### config.mk
export PLATFORM = sky130hd
export DESIGN_NAME = c_string_literal_unescaper_top
export DESIGN_NICKNAME = d
export VERILOG_FILES = /design/src/cslu_pkg.sv /design/src/c_string_literal_unescaper_top.sv
export SDC_FILE = /design/constraint.sdc
export NUM_CORES = 1
export LEC_CHECK = 0
export BUFFER_PORTS_ARGS = -buffer_cell sky130_fd_sc_hd__buf_2
export CAP_MARGIN = 25
export CORE_MARGIN = 2
export CORE_UTILIZATION = 46
export CTS_CLUSTER_DIAMETER = 60
export CTS_CLUSTER_SIZE = 40
export DETAILED_ROUTE_END_ITERATION = 16
export PLACE_DENSITY = 0.74
export SLEW_MARGIN = 20
export SYNTH_ARGS = -nofsm -noshare
export SYNTH_HDL_FRONTEND = slang
export SYNTH_SLANG_ARGS = --single-unit
### constraint.sdc
create_clock -name clock -period 3.3 [get_ports clock]
set_input_delay 0.165 -clock clock [delete_from_list [all_inputs] [get_ports clock]]
set_output_delay 0.165 -clock clock [all_outputs]
set_load 0.01 [all_outputs]
### src/cslu_pkg.sv
// cslu_pkg: codes, character constants and helper functions for the
// string literal unescaper. No dependencies.
package cslu_pkg;

   // result kinds
   localparam logic [1:0] KIND_DATA   = 2'd0;
   localparam logic [1:0] KIND_END    = 2'd1;
   localparam logic [1:0] KIND_BADESC = 2'd2;
   localparam logic [1:0] KIND_BADRAW = 2'd3;

   // scan mode codes
   localparam logic [2:0] MODE_IDLE = 3'd0;
   localparam logic [2:0] MODE_TEXT = 3'd1;
   localparam logic [2:0] MODE_ESC  = 3'd2;
   localparam logic [2:0] MODE_HEX1 = 3'd3;
   localparam logic [2:0] MODE_HEX2 = 3'd4;

   // register map
   localparam int unsigned CSR_ADDR_W = 3;
   localparam int unsigned CSR_DATA_W = 32;
   localparam logic        REG_QUOTE  = 1'b0;
   localparam logic [7:0]  QUOTE_RESET = 8'h22;

   // characters with a fixed meaning
   localparam logic [7:0] CH_DQUOTE    = 8'h22;
   localparam logic [7:0] CH_APOS      = 8'h27;
   localparam logic [7:0] CH_BACKSLASH = 8'h5C;
   localparam logic [7:0] CH_X         = 8'h78;
   localparam logic [7:0] CH_PRINT_LO  = 8'h20;
   localparam logic [7:0] CH_PRINT_HI  = 8'h7E;

   // hex digit decode: bit 4 set when the byte is a hex digit
   typedef logic [4:0] hex_digit_type;

   function automatic hex_digit_type hex_decode(input logic [7:0] c);
      logic [7:0] d;
      begin
         d = 8'h00;
         hex_decode = 5'b0_0000;
         if (c >= 8'h30 && c <= 8'h39) begin
            d = c - 8'h30;
            hex_decode = {1'b1, d[3:0]};
         end else if (c >= 8'h41 && c <= 8'h46) begin
            d = c - 8'h37;
            hex_decode = {1'b1, d[3:0]};
         end else if (c >= 8'h61 && c <= 8'h66) begin
            d = c - 8'h57;
            hex_decode = {1'b1, d[3:0]};
         end
      end
   endfunction

   // simple escape decode: bit 8 set when the byte is a known escape letter
   typedef logic [8:0] esc_code_type;

   function automatic esc_code_type esc_decode(input logic [7:0] c);
      begin
         case (c)
            8'h6E: esc_decode = {1'b1, 8'h0A};
            8'h72: esc_decode = {1'b1, 8'h0D};
            8'h62: esc_decode = {1'b1, 8'h08};
            8'h74: esc_decode = {1'b1, 8'h09};
            8'h66: esc_decode = {1'b1, 8'h0C};
            8'h61: esc_decode = {1'b1, 8'h07};
            8'h76: esc_decode = {1'b1, 8'h0B};
            CH_DQUOTE, CH_APOS, CH_BACKSLASH: esc_decode = {1'b1, c};
            default: esc_decode = 9'h000;
         endcase
      end
   endfunction

endpackage

### src/c_string_literal_unescaper_top.sv
// c_string_literal_unescaper_top: byte-serial decoder for quoted literals.
// Depends on cslu_pkg for codes, constants and the digit/escape decoders.
//
// Usage:
//  - req channel: one source byte per word (req_byte_in), valid/ready.
//  - rsp channel: zero or one result word per source byte: decoded byte,
//    kind (data, end of literal, bad escape, illegal raw byte) and last,
//    set on end marker or error.
//  - csr port: APB-style, register 0 at address 0 is quote_char.
//  - a byte is taken into an input register, decoded against the scan
//    state once the output slot is free, and its result lands in the output
//    register, which drives rsp_valid.
//  - throughput one byte per cycle while rsp_ready stays high; the scan
//    state loop (mode and first hex nibble) updates once per decoded byte.
//  - opening quotes, backslashes and the x and first digit of a hex escape
//    give no result word.
//  - when the receiver stalls, the result holds in the output register and
//    one more byte waits in the input register; req_ready then drops.
//  - reset (synchronous, active high) empties both registers, returns the
//    scanner to idle and sets quote_char to a double quote.
module c_string_literal_unescaper_top
   import cslu_pkg::*;
(
   input  logic                  clock,
   input  logic                  reset,
   // source bytes
   input  logic                  req_valid,
   output logic                  req_ready,
   input  logic [7:0]            req_byte_in,
   // results
   output logic                  rsp_valid,
   input  logic                  rsp_ready,
   output logic [7:0]            rsp_byte_out,
   output logic [1:0]            rsp_kind,
   output logic                  rsp_last,
   // configuration
   input  logic                  psel,
   input  logic                  penable,
   input  logic                  pwrite,
   input  logic [CSR_ADDR_W-1:0] paddr,
   input  logic [CSR_DATA_W-1:0] pwdata,
   output logic [CSR_DATA_W-1:0] prdata,
   output logic                  pready
);

   logic [7:0] quote_ff;
   logic       in_valid_ff;
   logic [7:0] in_byte_ff;
   logic [2:0] mode_ff, mode_in;
   logic [3:0] nib_ff, nib_in;
   logic       rsp_valid_ff;
   logic [7:0] rsp_byte_ff;
   logic [1:0] rsp_kind_ff;
   logic       rsp_last_ff;

   logic         advance;
   logic         emit_in;
   logic [1:0]   kind_in;
   logic [7:0]   value_in;
   hex_digit_type hex_w;
   esc_code_type  esc_w;

   // configuration register
   assign pready = 1'b1;
   always_ff @(posedge clock) begin
      if (reset) begin
         quote_ff <= QUOTE_RESET;
      end else if (psel && penable && pwrite && paddr[2] == REG_QUOTE) begin
         quote_ff <= pwdata[7:0];
      end
   end
   assign prdata = (paddr[2] == REG_QUOTE) ? {{(CSR_DATA_W-8){1'b0}}, quote_ff}
                                           : '0;

   // handshake: decode moves a word on when the output slot is free
   assign advance   = in_valid_ff && (!rsp_valid_ff || rsp_ready);
   assign req_ready = !in_valid_ff || advance;

   // input register
   always_ff @(posedge clock) begin
      if (reset) begin
         in_valid_ff <= 1'b0;
      end else if (req_ready) begin
         in_valid_ff <= req_valid;
      end
   end
   always_ff @(posedge clock) begin
      if (req_ready && req_valid) begin
         in_byte_ff <= req_byte_in;
      end
   end

   // byte decode against the scan state
   assign hex_w = hex_decode(in_byte_ff);
   assign esc_w = esc_decode(in_byte_ff);

   always_comb begin
      mode_in  = mode_ff;
      nib_in   = nib_ff;
      emit_in  = 1'b0;
      kind_in  = KIND_DATA;
      value_in = 8'h00;
      case (mode_ff)
         MODE_TEXT: begin
            // quote check comes before every other byte rule
            if (in_byte_ff == quote_ff) begin
               emit_in = 1'b1;
               kind_in = KIND_END;
            end else if (in_byte_ff == CH_BACKSLASH) begin
               mode_in = MODE_ESC;
            end else if (in_byte_ff inside {[CH_PRINT_LO:CH_PRINT_HI]} &&
                         in_byte_ff != CH_DQUOTE) begin
               emit_in  = 1'b1;
               value_in = in_byte_ff;
            end else begin
               emit_in = 1'b1;
               kind_in = KIND_BADRAW;
            end
         end
         MODE_ESC: begin
            mode_in = MODE_TEXT;
            if (esc_w[8]) begin
               emit_in  = 1'b1;
               value_in = esc_w[7:0];
            end else if (in_byte_ff == CH_X) begin
               mode_in = MODE_HEX1;
            end else begin
               emit_in = 1'b1;
               kind_in = KIND_BADESC;
            end
         end
         MODE_HEX1: begin
            if (hex_w[4]) begin
               nib_in  = hex_w[3:0];
               mode_in = MODE_HEX2;
            end else begin
               emit_in = 1'b1;
               kind_in = KIND_BADESC;
            end
         end
         MODE_HEX2: begin
            if (hex_w[4]) begin
               emit_in  = 1'b1;
               value_in = {nib_ff, hex_w[3:0]};
               mode_in  = MODE_TEXT;
               nib_in   = 4'h0;
            end else begin
               emit_in = 1'b1;
               kind_in = KIND_BADESC;
            end
         end
         default: begin
            // idle and unused codes: wait for the opening quote
            mode_in = (in_byte_ff == quote_ff) ? MODE_TEXT : MODE_IDLE;
         end
      endcase
      // end marker and errors close the run
      if (emit_in && kind_in != KIND_DATA) begin
         mode_in = MODE_IDLE;
         nib_in  = 4'h0;
      end
   end

   // scan state
   always_ff @(posedge clock) begin
      if (reset) begin
         mode_ff <= MODE_IDLE;
         nib_ff  <= 4'h0;
      end else if (advance) begin
         mode_ff <= mode_in;
         nib_ff  <= nib_in;
      end
   end

   // output register
   always_ff @(posedge clock) begin
      if (reset) begin
         rsp_valid_ff <= 1'b0;
      end else if (advance) begin
         rsp_valid_ff <= emit_in;
      end else if (rsp_ready) begin
         rsp_valid_ff <= 1'b0;
      end
   end
   always_ff @(posedge clock) begin
      if (advance) begin
         rsp_byte_ff <= (kind_in == KIND_DATA) ? value_in : 8'h00;
         rsp_kind_ff <= kind_in;
         rsp_last_ff <= (kind_in != KIND_DATA);
      end
   end

   assign rsp_valid    = rsp_valid_ff;
   assign rsp_byte_out = rsp_byte_ff;
   assign rsp_kind     = rsp_kind_ff;
   assign rsp_last     = rsp_last_ff;

   // checks
   a_last_matches_kind: assert property (@(posedge clock) disable iff (reset)
      rsp_valid_ff |-> (rsp_last_ff == (rsp_kind_ff != KIND_DATA)))
      else $error("last flag disagrees with kind");

   a_zero_byte_on_marker: assert property (@(posedge clock) disable iff (reset)
      rsp_valid_ff && rsp_kind_ff != KIND_DATA |-> rsp_byte_ff == 8'h00)
      else $error("non-data word carries a byte");

   a_held_word_kept: assert property (@(posedge clock) disable iff (reset)
      in_valid_ff && !advance |=> in_valid_ff && $stable(in_byte_ff))
      else $error("waiting source byte lost");

   a_error_returns_idle: assert property (@(posedge clock) disable iff (reset)
      advance && emit_in && kind_in != KIND_DATA |=> mode_ff == MODE_IDLE)
      else $error("scanner not idle after end or error");

   a_reset_clears: assert property (@(posedge clock)
      reset |=> mode_ff == MODE_IDLE && !rsp_valid_ff && !in_valid_ff)
      else $error("reset did not clear control state");

endmodule

==> results.json <==
{
  "status": "finished clean",
  "critPathKind": "reg2reg",
  "cells_on_worst_reg2reg_path": 9,
  "route.met3.wl_um": 366,
  "area.growth.synth_to_final_pct": 10.2,
  "hp-start": "req_byte_in[5]",
  "synth_top_flop_cell": "sky130_fd_sc_hd__edfxtp_1",
  "worst-endpoint-arrival_ps": 2710,
  "first_global_vias": 1828,
  "powerDensity_nw_per_um2": 344,
  "setup.reg_to_reg.worst_slack_ps": 630,
  "yosys_register_bits": 36,
  "cts.root.buffer_cell": "sky130_fd_sc_hd__clkbuf_8",
  "cts.repair.resized": 0,
  "yosysWarningCount": 0,
  "htreeDepth": 2,
  "synth_edf_count": 19,
  "post_layout_minimum_cycle_time_ps": 2670,
  "synthMostInstantiatedCell": "sky130_fd_sc_hd__nand2_1",
  "whs_path_depth": 1,
  "cp_max_fo": 9,
  "maxClockFrequency_mhz": 374,
  "compound_gate_fraction_of_synth_area_pct": 17.4,
  "pins_over_slew_limit": 0,
  "synth.lib_cells_used.distinct": 64,
  "grt_setup_unrepaired": "no",
  "cts_buffer_depth": 2,
  "avgSynthCellArea_um2": 8.92,
  "clkLatencyLatePin_ps": 290,
  "setup_crit_start_kind": "flip-flop",
  "wirelength_um": 4820,
  "drt_drc_violations_left": 0,
  "route.detailed.wl_per_inst_um": 12.6,
  "synth-async-reset-ratio_pct": 0,
  "worstHoldEndpoint": "in_byte_ff[5]",
  "finalSetupViolCount": 0,
  "slew-limit-headroom_pct": 62.6,
  "worstHoldPathType": "in2reg",
  "leftover_overflow_at_the_end_of_global_routing": 0,
  "tritoncts_num_sinks": 36,
  "leakagePower_nw": 1.08,
  "synth_top_family_by_area": "simple AND/OR/NAND/NOR gates",
  "number_of_antenna_violations_at_the_first_check_in_global_routing": 0,
  "clock_tree_from_tritoncts": "done",
  "die_height_um": 76.5,
  "number_of_buffers_inserted_to_repair_setup_after_cts": 0,
  "die-width_um": 76.5,
  "detailroute.via_count": 1970,
  "gp_routability_congestion": 0.890,
  "net_count_reported_at_finish": 366,
  "timing.rr.end": "rsp_byte_out[2]",
  "clkTransAtPathRegs_ps": 60,
  "fin_util_pct": 52.5,
  "fp-row-count": 26,
  "drt_pass1_iterations": 4,
  "tightest_slew_ps": 560,
  "max_cap_viol_count": 0,
  "cts_hold_bufs": 0,
  "post_synth_and_or_nand_nor_area_fraction_pct": 24.7,
  "cts_made_buffers": 5,
  "timing.critical_path.to_type": "flip-flop",
  "synth_top_cells_by_area": "sky130_fd_sc_hd__edfxtp_1 (24%), sky130_fd_sc_hd__dfxtp_1 (14%), sky130_fd_sc_hd__buf_4 (7.8%), sky130_fd_sc_hd__nand2_1 (5.3%), sky130_fd_sc_hd__xnor2_1 (4.0%)",
  "port_buffers": 44,
  "synth_top_cell_area_share_pct": 23.6,
  "die_area_um2": 5850,
  "initial_utilization_pct": 47.7,
  "route.detailed.vias_per_inst": 5.16,
  "synth-seq-area-share_pct": 37.7,
  "hold_viol_final": 0,
  "drt_iter0_markers": 149,
  "final.fill_count": 485,
  "core-area_um2": 5070,
  "grt_use_total_pct": 17.1,
  "route.top_layer_used": "met4",
  "place.detailed.hpwl_um": 3650,
  "drive_gt1_share_pct": 20.8,
  "critical_path_required_ps": 3340,
  "drtAntennaViolNets": 0,
  "synthDominantAreaCellType": "sky130_fd_sc_hd__edfxtp_1",
  "postSynthCellCount": 271,
  "critical_path.reg2reg.startpoint": "in_byte_ff[0]",
  "diodes": 0,
  "grt_pass1_wl_um": 8220,
  "final.setup.tns_ps": 0,
  "route.layer.met1.wl_um": 2210,
  "route.met2.wl_um": 2150,
  "yosys-mux-area-fraction_pct": 0.414,
  "synth_fa_ha_area_share_pct": 2.59,
  "yosys-top-cells-count": "sky130_fd_sc_hd__nand2_1 (34), sky130_fd_sc_hd__buf_4 (25), sky130_fd_sc_hd__edfxtp_1 (19)",
  "mappedNetlistArea_um2": 2420,
  "finalCritPeriodShare_pct": 81.0,
  "ioPinCount": 96,
  "grt_start_max_net_pins": 18,
  "clock_skew_ps": 6.65,
  "post_synth_xor_area_fraction_pct": 4.71,
  "ir_worst_vdd_v": 0.000232
}
-- cell usage in the layout (no fill, tap or decap), drive strengths merged, types with 8 or more instances in the layout --
cell     n
conb    25
nor2b   13
o21ai   12
dfxtp   17
inv      8
xnor2   11
edfxtp  19
nor2    14
buf     49
nand2   34
a21oi   12
-- per-layer routing --
layer / vias to the layer above / GRT usage [%]
met4: 0 / 5.82
met5: - / 0
met2: 92 / 26.6
met1: 866 / 22.3
li1: 1004 / -
met3: 8 / 5.33
-- metrics by stage --
stage	total power, mW	instances	cell area [um2]	setup WS [ps]	hold WS (ps)
2_1_floorplan	0.617	294	2500	753	264
3_3_place_gp	0.631	374	2580	664	343
3_5_place_dp	0.633	374	2580	649	343
4_1_cts	0.925	382	2670	625	40.8
5_1_grt	0.961	382	2670	480	33.8
6_report	0.916	382	2670	626	49.0
-- registers in the layout, summed over array words and instances (netlist names) --
register / count
in_byte_ff: 8
mode_ff: 3
rsp_valid: 1
rsp_byte_out: 8
in_valid_ff: 1
nib_ff: 4
rsp_kind: 2
rsp_last: 1
quote_ff: 8
-- layout make-up --
type                       instances  area, um2  share of cell area, %
tap                               70       87.6                   3.28
multi-input combinational        211       1300                   48.7
inverter                           8       30.0                   1.13
sequential                        36        911                   34.2
timing repair buffer              49        258                   9.67
clock inverter                     1       5.00                  0.188
clock buffer                       7       76.3                   2.86
-- worst max-delay path, stage by stage, from the launching register on --
cell                       delay, ps
sky130_fd_sc_hd__edfxtp_1        570
sky130_fd_sc_hd__inv_1           190
sky130_fd_sc_hd__ha_1            180
sky130_fd_sc_hd__or4b_4          470
sky130_fd_sc_hd__a21oi_2         170
sky130_fd_sc_hd__or3_4           170
sky130_fd_sc_hd__o31ai_1          70
sky130_fd_sc_hd__buf_4           160
sky130_fd_sc_hd__a21o_1          150
sky130_fd_sc_hd__a211o_1         290
-- worst max-delay path by stage --
stage	cells after the start	slack, ps	to	start
6_report	9	630	rsp_byte_out[2]	in_byte_ff[0]
5_1_grt	9	480	rsp_byte_out[2]	in_byte_ff[0]
4_1_cts	9	630	rsp_byte_out[2]	in_byte_ff[0]
3_5_place_dp	9	650	rsp_byte_out[2]	in_byte_ff[0]
3_3_place_gp	9	660	rsp_byte_out[2]	in_byte_ff[0]
2_1_floorplan	10	750	rsp_byte_out[2]	in_byte_ff[0]
-- cell families after synthesis --
logic type,after synthesis
simple gates,109
compound gates,58
buf+inv,47
flops,36
xor+xnor,13
fa+ha+maj,5
other cells,2
mux,1
-- where the power goes --
group          internal [mW]  switching [mW]
Combinational         0.0485          0.0737
Sequential             0.485          0.0177
Clock                  0.148           0.144
No activity file was read; power rests on OpenSTA's default activity.
